### config.mk
export PLATFORM = sky130hd
export DESIGN_NAME = grace_period_detector
export DESIGN_NICKNAME = d
export VERILOG_FILES = /design/src/hw/rtl/gpd_pkg.sv /design/src/hw/rtl/grace_period_detector.sv
export SDC_FILE = /design/constraint.sdc
export NUM_CORES = 2
export LEC_CHECK = 0
export ABC_CLOCK_PERIOD_IN_PS = 7100
export BUFFER_PORTS_ARGS = -buffer_cell sky130_fd_sc_hd__buf_2
export CAP_MARGIN = 25
export CELL_PAD_IN_SITES_DETAIL_PLACEMENT = 0
export CELL_PAD_IN_SITES_GLOBAL_PLACEMENT = 2
export CORE_ASPECT_RATIO = 1.25
export CORE_MARGIN = 4
export CORE_UTILIZATION = 45
export DETAILED_ROUTE_END_ITERATION = 7
export PLACE_DENSITY_LB_ADDON = 0.1
export RECOVER_POWER = 50
export SYNTH_ARGS = -nofsm -noshare
export SYNTH_HDL_FRONTEND = slang
export SYNTH_SLANG_ARGS = --single-unit
### constraint.sdc
create_clock -name clk_i -period 7.1 [get_ports clk_i]
set_clock_uncertainty 0.2 [all_clocks]
set_input_delay 1.42 -clock clk_i [delete_from_list [all_inputs] [get_ports clk_i]]
set_output_delay 1.42 -clock clk_i [all_outputs]
set_load 0.02 [all_outputs]
### src/hw/rtl/gpd_pkg.sv
// Types and constants shared by the grace period detector.
`timescale 1ns / 1ps

package gpd_pkg;

  // Event commands
  localparam logic [1:0] CMD_TICK    = 2'd0;
  localparam logic [1:0] CMD_PROCESS = 2'd1;
  localparam logic [1:0] CMD_ONLINE  = 2'd2;
  localparam logic [1:0] CMD_OFFLINE = 2'd3;

  // Configuration register indexes
  localparam logic REG_ONLINE = 1'b0;
  localparam logic REG_NOHZ   = 1'b1;

  // Batch counters come out of reset at minus 300
  localparam logic [31:0] RESET_NUMBER = 32'hFFFF_FED4;

  // Reset values of the configuration masks
  localparam logic [15:0] ONLINE_RESET = 16'h0001;
  localparam logic [15:0] NOHZ_RESET   = 16'h0000;

  // One per-processor entry of the tracking memory
  typedef struct packed {
    logic [31:0] qs_counter;
    logic [31:0] qs_snapshot;
    logic [31:0] seen_batch;
    logic        qs_wanted;
    logic [31:0] wait_batch;
    logic        holds_current;
  } cpu_entry_t;

endpackage

### src/hw/rtl/grace_period_detector.sv
// Grace period detector: per-processor tracking memory and global batch counters.
// Results strobe on valid_o once an accepted event has passed ex_q and then valid_q.
// One event at a time: the block takes no new event between the read and the write back
// of the per-processor memory (busy_o is high while the event executes).
// Reset: counters go to minus 300, masks to their defaults, and per-entry valid bits
// clear at once, so no clearing pass is needed. The receiver cannot stall results.
`timescale 1ns / 1ps

module grace_period_detector #(
  parameter int NUM_CPUS = 16
) (
  input  logic        clk_i,
  input  logic        rst_ni,
  // event command
  input  logic        start_i,
  output logic        busy_o,
  input  logic [1:0]  cmd_i,
  input  logic [3:0]  cpu_i,
  input  logic        has_new_i,
  // result beat
  output logic        valid_o,
  output logic [31:0] current_batch_o,
  output logic [31:0] completed_batch_o,
  output logic        released_o,
  output logic        grace_ended_o,
  output logic        started_o,
  // configuration write channel
  input  logic        cfg_valid_i,
  output logic        cfg_ready_o,
  input  logic        cfg_index_i,
  input  logic [15:0] cfg_data_i
);

  import gpd_pkg::*;

  localparam int CpuW = (NUM_CPUS > 1) ? $clog2(NUM_CPUS) : 1;

  // ---------------------------------------------------------------------------
  // Configuration masks. The user must write them only while the block is idle;
  // the block does not enforce this itself, and always takes the beat.
  // ---------------------------------------------------------------------------
  logic [15:0] online_q;
  logic [15:0] nohz_q;

  assign cfg_ready_o = 1'b1;

  always_ff @(posedge clk_i or negedge rst_ni) begin
    if (!rst_ni) begin
      online_q <= ONLINE_RESET;
      nohz_q   <= NOHZ_RESET;
    end else if (cfg_valid_i && cfg_ready_o) begin
      case (cfg_index_i)
        REG_ONLINE: online_q <= cfg_data_i;
        REG_NOHZ:   nohz_q   <= cfg_data_i;
        default:    online_q <= online_q;
      endcase
    end
  end

  // ---------------------------------------------------------------------------
  // Accept stage: latch the event and launch the memory read.
  // ---------------------------------------------------------------------------
  logic            accept;
  logic            cpu_ok;
  logic [CpuW-1:0] cpu_idx;

  logic            ex_q;
  logic [1:0]      ex_cmd_q;
  logic [CpuW-1:0] ex_idx_q;
  logic            ex_has_new_q;
  logic            ex_ok_q;

  assign busy_o  = ex_q;
  assign accept  = start_i && !busy_o;
  assign cpu_ok  = (32'(cpu_i) < NUM_CPUS);
  assign cpu_idx = CpuW'(cpu_i);

  always_ff @(posedge clk_i or negedge rst_ni) begin
    if (!rst_ni) begin
      ex_q <= 1'b0;
    end else begin
      ex_q <= accept;
    end
  end

  always_ff @(posedge clk_i) begin
    if (accept) begin
      ex_cmd_q     <= cmd_i;
      ex_idx_q     <= cpu_idx;
      ex_has_new_q <= has_new_i;
      ex_ok_q      <= cpu_ok;
    end
  end

  // ---------------------------------------------------------------------------
  // Per-processor tracking memory. One read port at accept, one write port at
  // the end of the execute cycle. Since the next event is taken no earlier than
  // the edge after the write, a read never overlaps a pending write.
  // An entry that was never written reads as all zero through its valid bit.
  // ---------------------------------------------------------------------------
  cpu_entry_t          mem_q [NUM_CPUS];
  cpu_entry_t          rd_q;
  logic                rd_vld_q;
  logic [NUM_CPUS-1:0] vld_q;
  logic                wr_en;
  cpu_entry_t          wr_data;

  always_ff @(posedge clk_i) begin
    if (accept) begin
      rd_q <= mem_q[cpu_idx];
    end
    if (wr_en) begin
      mem_q[ex_idx_q] <= wr_data;
    end
  end

  always_ff @(posedge clk_i or negedge rst_ni) begin
    if (!rst_ni) begin
      vld_q    <= '0;
      rd_vld_q <= 1'b0;
    end else begin
      if (accept) begin
        rd_vld_q <= cpu_ok && vld_q[cpu_idx];
      end
      if (wr_en) begin
        vld_q[ex_idx_q] <= 1'b1;
      end
    end
  end

  // ---------------------------------------------------------------------------
  // Global grace period state.
  // ---------------------------------------------------------------------------
  logic [31:0]         cur_q, cur_d;
  logic [31:0]         done_q, done_d;
  logic                start_req_q, start_req_d;
  logic [NUM_CPUS-1:0] wait_q, wait_d;

  // Processors that a new batch waits for: online and not tickless idle
  logic [NUM_CPUS-1:0] start_mask;
  logic [NUM_CPUS-1:0] cpu_bit;

  assign start_mask = NUM_CPUS'(online_q & ~nohz_q);
  assign cpu_bit    = NUM_CPUS'(1) << ex_idx_q;

  // Wrap-safe order: a is before b when a - b is negative
  function automatic logic is_before(input logic [31:0] a, input logic [31:0] b);
    logic [31:0] diff;
    diff = a - b;
    return diff[31];
  endfunction

  // ---------------------------------------------------------------------------
  // Execute: modify the entry read last cycle and update the global state.
  // ---------------------------------------------------------------------------
  cpu_entry_t ent;
  logic       quiet;
  logic       rel;
  logic       ended;
  logic       started;

  always_comb begin
    ent         = rd_vld_q ? rd_q : '0;
    wr_data     = ent;
    wr_en       = 1'b0;
    cur_d       = cur_q;
    done_d      = done_q;
    start_req_d = start_req_q;
    wait_d      = wait_q;
    quiet       = 1'b0;
    rel         = 1'b0;
    ended       = 1'b0;
    started     = 1'b0;

    if (ex_q && ex_ok_q) begin
      case (ex_cmd_q)
        CMD_TICK: begin
          wr_en              = 1'b1;
          wr_data.qs_counter = ent.qs_counter + 32'd1;
        end
        CMD_PROCESS: begin
          wr_en = 1'b1;
          // release held work once its batch has completed
          if (ent.holds_current && !is_before(done_q, ent.wait_batch)) begin
            wr_data.holds_current = 1'b0;
            rel                   = 1'b1;
          end
          // adopt new work into the next batch and ask for a start
          if (ex_has_new_q && !wr_data.holds_current) begin
            wr_data.holds_current = 1'b1;
            wr_data.wait_batch    = cur_q + 32'd1;
            if (!start_req_q) begin
              if (done_q == cur_q) begin
                wait_d  = start_mask;
                cur_d   = cur_q + 32'd1;
                started = 1'b1;
              end else begin
                start_req_d = 1'b1;
              end
            end
          end
          // notice a new batch, or report a quiescent state for this one
          if (ent.seen_batch != cur_d) begin
            wr_data.qs_wanted   = 1'b1;
            wr_data.qs_snapshot = ent.qs_counter;
            wr_data.seen_batch  = cur_d;
          end else if (ent.qs_wanted && (ent.qs_counter != ent.qs_snapshot)) begin
            wr_data.qs_wanted = 1'b0;
            quiet             = 1'b1;
          end
        end
        CMD_ONLINE: begin
          wr_en              = 1'b1;
          wr_data            = '0;
          wr_data.seen_batch = done_q;
        end
        CMD_OFFLINE: begin
          quiet = (cur_q != done_q);
        end
        default: begin
          quiet = 1'b0;
        end
      endcase
    end

    // Drop this processor from the batch; the last one completes it and
    // starts the next batch if one is pending.
    if (quiet) begin
      wait_d = wait_d & ~cpu_bit;
      if (wait_d == '0) begin
        done_d = cur_d;
        ended  = 1'b1;
        if (start_req_d) begin
          wait_d      = start_mask;
          start_req_d = 1'b0;
          cur_d       = cur_d + 32'd1;
          started     = 1'b1;
        end
      end
    end
  end

  always_ff @(posedge clk_i or negedge rst_ni) begin
    if (!rst_ni) begin
      cur_q       <= RESET_NUMBER;
      done_q      <= RESET_NUMBER;
      start_req_q <= 1'b0;
      wait_q      <= '0;
    end else begin
      cur_q       <= cur_d;
      done_q      <= done_d;
      start_req_q <= start_req_d;
      wait_q      <= wait_d;
    end
  end

  // ---------------------------------------------------------------------------
  // Result beat: one cycle strobe; the numbers are the live counters.
  // ---------------------------------------------------------------------------
  logic valid_q;
  logic rel_q;
  logic ended_q;
  logic started_q;

  always_ff @(posedge clk_i or negedge rst_ni) begin
    if (!rst_ni) begin
      valid_q   <= 1'b0;
      rel_q     <= 1'b0;
      ended_q   <= 1'b0;
      started_q <= 1'b0;
    end else begin
      valid_q   <= ex_q;
      rel_q     <= rel;
      ended_q   <= ended;
      started_q <= started;
    end
  end

  assign valid_o           = valid_q;
  assign current_batch_o   = cur_q;
  assign completed_batch_o = done_q;
  assign released_o        = rel_q;
  assign grace_ended_o     = ended_q;
  assign started_o         = started_q;

`ifndef SYNTHESIS
  a_one_at_a_time: assert property (@(posedge clk_i) disable iff (!rst_ni)
    ex_q |=> !ex_q)
    else $error("execute stage held two events back to back");

  a_flags_with_beat: assert property (@(posedge clk_i) disable iff (!rst_ni)
    (started_o || grace_ended_o || released_o) |-> valid_o)
    else $error("result flag raised outside a result beat");

  a_beat_follows_exec: assert property (@(posedge clk_i) disable iff (!rst_ni)
    valid_o |-> $past(ex_q))
    else $error("result beat without an executed event");

  a_pending_start: assert property (@(posedge clk_i) disable iff (!rst_ni)
    start_req_q |-> (cur_q != done_q))
    else $error("start request pending while no batch is in progress");

  a_end_numbers: assert property (@(posedge clk_i) disable iff (!rst_ni)
    grace_ended_o |-> ((current_batch_o == completed_batch_o) ||
                       (started_o && (current_batch_o == completed_batch_o + 32'd1))))
    else $error("completed batch does not match current batch at grace end");
`endif

endmodule
# Yosys cells after proc, flatten, opt, wreduce, memory -nomap -nowiden
# Memories as Yosys holds them, arrays and structs flattened. A register that Yosys moved wholly into a read port is not among the register bits.
# Cells that the tools add are included.
dict set report classes {
  bitwise_logic 6
  muxes 61
  eq_ne 7
  reduce_logical 14
  n_shift 1
  n_addsub 4
  magnitude_cmp 3
}
# operator n
set ops {}
lappend ops {{32-bit 2-to-1 mux} 10}
lappend ops {{130-bit 2-to-1 mux} 2}
lappend ops {{98-bit one-hot mux with 2 select lines} 1}
lappend ops {{16-bit 2-to-1 mux} 8}
lappend ops {{32-bit by 1-bit adder with 32-bit output, second input constant} 3}
lappend ops {{32-bit != test} 3}
lappend ops {{64-bit 2-to-1 mux} 1}
lappend ops {{32-bit one-hot mux with 2 select lines} 1}
lappend ops {{1-bit 2-to-1 mux} 34}
lappend ops {{33-bit 2-to-1 mux} 1}
lappend ops {{16-bit AND} 2}
lappend ops {{32-bit equality test} 1}
lappend ops {{16-bit NOT} 2}
lappend ops {{32-bit subtractor} 1}
lappend ops {{16-bit logical NOT} 1}
lappend ops {{16-bit bitwise OR} 1}
lappend ops {{1-bit by 4-bit << shifter with 16-bit output, first input constant} 1}
lappend ops {{4-bit by 5-bit < comparator with 1-bit output, second input constant} 2}
lappend ops {{2-bit AND reduction} 3}
lappend ops {{1-bit logical AND} 5}
lappend ops {{1-bit binary-select mux with 4-bit select} 1}
lappend ops {{1-bit demux with 4-bit select} 1}
lappend ops {{2-bit equality test, second input constant} 2}
lappend ops {{4-bit by 1-bit >= comparator with 1-bit output, second input constant} 1}
lappend ops {{other kinds (6)} 8}
dict set report word_totals {
  word_cells 113
  input_bits 28
  mem_count 1
  regBits 142
  ram_bits 2080
  out_inout_bits 70
}
# name words width rd rd_ports_with_merged_regs write_ports line
set mem_list {}
lappend mem_list {mem_q 16 130 1 1 1 grace_period_detector.sv:101} ;# cpu_entry_t mem_q [NUM_CPUS];

# Longest topological paths before layout
dict set report depth {
  depth_word 18
  mapped_depth 30
  ltp_nobuf 17
}

# Least setup slack after synthesis
# Ideal clock, no wire load.
dict set report synth_path {
  kind {input port to flip-flop}
  startpoint {input start_i}
  endpoint {register ex_q, in the netlist busy_o}
  setup_slack_ns -1.289
  required_ns 6.141
  arrival_time_ns 7.430
  cell_stages 1
  setup_time_ns 0.759
  n_path_buf 0
  cell_sequence {nor2b_1}
}
dict set report synth_via {
  elab_chain_len 1
}
# item line
set synth_rtl {}
lappend synth_rtl {{start, declared} grace_period_detector.sv:15} ;# input logic start_i,
lappend synth_rtl {{1-bit logical AND} grace_period_detector.sv:74} ;# assign accept = start_i && !busy_o;
lappend synth_rtl {{end signal, assigned} grace_period_detector.sv:82} ;# ex_q <= accept;
lappend synth_rtl {{end, declared} grace_period_detector.sv:67} ;# logic ex_q;
# No other way between the ends.
# A chain may end at the register's enable or synchronous reset.

# Worst setup path after layout
dict set report layout_path {
  startpoint {input cpu_i[3]}
  endpoint {register, netlist name rd_q[110]}
}
# item line
set layout_rtl {}
lappend layout_rtl {{start, declared} grace_period_detector.sv:18} ;# input logic [3:0] cpu_i,
# No word-level cell between the ends.

==> implementation parameters <==
Parameter                              Value

Status
  Run status ... finished, violations left
  Violations in the final reports ... max-capacitance violations, max-slew violations

Timing
  Fraction of the cycle the final worst path needs ... a little over nine tenths
  Final setup violating endpoints ... 0
  Final count of pins violating max slew ... 1853
  PnR worst setup slack ... 218 ps
  Maximum clock rate ... 0.145 GHz
  Setup repair after global routing missed its margin ... false
  Min Tclk post-route ... 6880 ps
  Final-report hold violation count ... 0
  Worst relative slew slack ... -232%
  Worst slew pin tran ... ~5000 ps

Cells and area
  Total area of sequential cells ... 0.0700 mm2
  Final instance area ... 0.108 mm2
  Total of fill cells in the finished design ... ~17000
  Layout-stage area growth over the synthesis result ... 12.8%
  Count of non-filler cells in the finished layout ... 8082
  Final-stage net count ... 5188
  Combined area of the multi-input logic cells ... 0.0251 mm2
  Share of post-route cells with drive strength above 1 ... 26.2%

Yosys
  Most instantiated flip-flop cell in the synthesis netlist ... sky130_fd_sc_hd__edfxtp_1
  Number of library cell types mapped by synthesis ... 88
  Library cell with the highest instance count after synthesis ... sky130_fd_sc_hd__edfxtp_1
  Number of enable-type register cells in the synthesized netlist ... 2217
  Synthesized Nets ... 4933
  Largest area contributor in the synthesized netlist ... sky130_fd_sc_hd__edfxtp_1
  Count of synthesis-stage warnings from yosys ... 0
  Syn Inst Count ... 4868
  Avg Cell Area, Syn ... ~20 um2
  Post-synth top cells ... sky130_fd_sc_hd__edfxtp_1 (2217), sky130_fd_sc_hd__mux4_2 (644), sky130_fd_sc_hd__nand2_1 (219)
  Post-synthesis sequential area ratio ... 72.9%
  Synthesis-stage register bit count ... 2352
  Asr flop ratio synth ... 5.74%
  Post-synthesis cell area ... between 0.09 and 0.1 mm2
  Fraction of synthesized cell area taken by the top area cell type ... about 70%
  Top cells by area, synth ... sky130_fd_sc_hd__edfxtp_1 (69%), sky130_fd_sc_hd__mux4_2 (15%), sky130_fd_sc_hd__dfrtp_1 (2.1%)

Global routing
  Number of antenna violations at the first check in global routing ... 6
  Wire length of the first global-routing pass ... roughly 400 mm
  Vias in the first global route ... 51400
  Residual overflow from global routing ... 0
  Largest net degree at the start of global routing ... 100
  Total routing usage reported by global routing ... 24.8%

Worst setup path
  Critical path fanouts, max ... 58
  Setup slack of the most critical reg-to-reg path ... 330 ps
  Endpoint arrival time on the critical path ... 7270 ps
  Chain of cells forming the critical path ... clkbuf_1 -> clkbuf_4 -> mux4_2
  Data required time of the worst path ... 7480 ps
  Worst R2R End ... mem_q[14][103]$_DFFE_PP_
  Slowest stage cell on the critical path ... sky130_fd_sc_hd__clkbuf_1
  Delay of the slowest cell on the worst path ... 3410 ps
  Kind of launch point of the worst setup path ... input port
  Launch point of the worst reg-to-reg path ... busy_o$_DFF_PN0_
  Endpoint class of the critical path ... register
  Worst Path Class, Setup ... input port to register
  Cell count of the worst reg-to-reg path ... 5

Job
  Count of max-cap constraint violations ... 50

Floorplan
  Standard-cell row count ... 189
  Num ports ... 98
  Die Span Y ... approximately 520 um
  Area of the die ... 0.221 mm2
  Area of the placeable core ... approximately 0.21 mm2
  Starting density of the core ... between 40% and 50%
  Horizontal die dimension ... 421 um

Clock network
  CTS HTree Levels ... 4
  Clock latency on the worst-skew pair ... 900 ps
  Hold bufs inserted after CTS ... 0
  Maximum number of buffers from clock root to sink ... 4
  Post-CTS setup buffer count ... 0
  CTS root buf ... sky130_fd_sc_hd__clkbuf_16
  Number of sinks handled by clock tree synthesis ... ~2400
  CTS buffer count ... 235
  Resized Gates After CTS ... 0
  CTS clk-pin slew, worst paths ... 60 ps
  TritonCTS clock tree ... done

Pwr
  Leakage power ... ~35 nW
  Portion of total power attributed to sequential cells ... between 50 and 60%
  Worst voltage drop across the vdd grid ... 0.219 mV
  Switching component of the power ... 7.80 mW
  Comb power frac ... 10.6%
  Power share of the clock group ... around 38%
  Switching fraction of total power ... between 20% and 30%
  Power density over the cells ... 294 mW/mm2
  Internal Dissipation ... 24.0 mW

Placement
  Post-Place Cells ... 7647
  Buffers on Ports ... 96
  Final weighted congestion in routability-driven placement ... 0.914
  Detailed placement HPWL ... 156 mm
  Dpl ws ... approximately 550 ps
  Post-DP Area ... just over 0.1 mm2

Routing
  Via/cell ratio ... 6.14
  Total length of routed wires ... between 200 and 300 mm
  Total via count after detailed routing ... 49600
  Initial drt markers ... 5239
  Average wire length per cell after detail routing ... 34.1 um
  Antenna-violating nets left ... 0
  Initial DRT Pass Iterations ... 5
  DRC errors left ... 0

Min path
  Hold Path Depth ... 1
  HP Class ... register to register
  Sink of the worst hold path ... vld_q[7]$_DFFE_PN0P_
  Start point of the worst min-delay path ... vld_q[7]$_DFFE_PN0P_
through the flow:
stage / utilization (%) / total power [mW] / hold WS, ps / TNS [ps]
2_1_floorplan: - / 18.5 / 234 / -346630
3_3_place_gp: 47.7 / 20.0 / 246 / 0
3_5_place_dp: 47.8 / 20.1 / 249 / 0
4_1_cts: 51.3 / 32.2 / 267 / 0
5_1_grt: 51.0 / 33.0 / 276 / 0
6_report: 51.0 / 31.8 / 267 / 0
power groups by stage:
stage               combinational, mW  clock, mW  sequential, mW
floorplan                        2.03          0            16.5
global placement                 3.35          0            16.7
detailed placement               3.42          0            16.7
CTS                              3.42       12.4            16.4
global route                     3.62       13.0            16.4
finish                           3.38       12.1            16.4
placed cells by master, fill, tap and decap left out, types with 45 or more instances in the layout:
cell type and n:
sky130_fd_sc_hd__mux2_2 77, sky130_fd_sc_hd__nor2_1 146, sky130_fd_sc_hd__xnor2_1 105, sky130_fd_sc_hd__buf_4 124
sky130_fd_sc_hd__xor2_1 95, sky130_fd_sc_hd__a21oi_1 98, sky130_fd_sc_hd__mux4_2 644, sky130_fd_sc_hd__clkinv_1 58
sky130_fd_sc_hd__o22ai_1 51, sky130_fd_sc_hd__clkbuf_16 238, sky130_fd_sc_hd__edfxtp_1 2217, sky130_fd_sc_hd__clkbuf_1 110
sky130_fd_sc_hd__dfrtp_1 79, sky130_fd_sc_hd__nand2_1 218, sky130_fd_sc_hd__nor3_1 45, sky130_fd_sc_hd__buf_2 65
sky130_fd_sc_hd__nand3_1 104, sky130_fd_sc_hd__o21ai_0 72
worst max path at each step:
stage | start | to | slack, ps | depth (start not counted)
after global routing | cpu_i[3] | rd_q[110]$_DFFE_PP_ | 100 | 3
after global placement | rd_vld_q$_DFFE_PN0P_ | mem_q[12][38]$_DFFE_PP_ | 600 | 16
after detailed placement | rd_vld_q$_DFFE_PN0P_ | mem_q[1][40]$_DFFE_PP_ | 550 | 16
after floorplan | busy_o$_DFF_PN0_ | vld_q[12]$_DFFE_PN0P_ | -370 | 5
after CTS | rd_vld_q$_DFFE_PN0P_ | mem_q[4][40]$_DFFE_PP_ | 490 | 16
final | cpu_i[3] | rd_q[110]$_DFFE_PP_ | 220 | 3
logic make-up (layout without fill, tap and decap cells):
kind of cell	Yosys count	count (layout)	share of synthesized area (%)
mux	748	748	16.3
simple gates	770	770	4.04
compound gates	423	423	3.02
other cells	1	3	0.00390
fa+ha+maj	37	37	0.482
xor+xnor	203	203	1.88
flops	2352	2352	72.9
buf+inv	334	777	1.38
per-layer routing:
metal,up-vias,track usage [%],routed length [um]
met3,402,3.13,12900
met4,2,7.17,8450
met5,-,0,13
met2,1416,42.5,141000
met1,27100,33.7,113000
li1,20600,-,-
worst max-delay path, delay by kind of cell:
kind	cells	cell delay (ps)
multiplexers	1	470
buffers and inverters	2	5170
layout make-up:
| cell class | instances | share of cell area [%] |
|---|---|---|
| multi-input combinational | 2182 | 23.2 |
| clock inverter | 134 | 1.09 |
| tap | 2769 | 3.20 |
| clock buffer | 291 | 5.73 |
| antenna | 2 | 0.00462 |
| timing repair buffer | 312 | 1.99 |
| sequential | 2352 | 64.6 |
| inverter | 40 | 0.139 |
sequential cells by signal (all words and copies together), names as in the netlist:
register and count:
mem_q 2080, valid_o 1, vld_q 16, nohz_q 16, start_req_q 1, released_o 1
rd_q 130, ex_idx_q 4, ex_cmd_q 2, current_batch_o 32, completed_batch_o 32, ex_has_new_q 1
grace_ended_o 1, wait_q 16, rd_vld_q 1, online_q 16, started_o 1, busy_o 1
(Power assumes the default switching activity.)
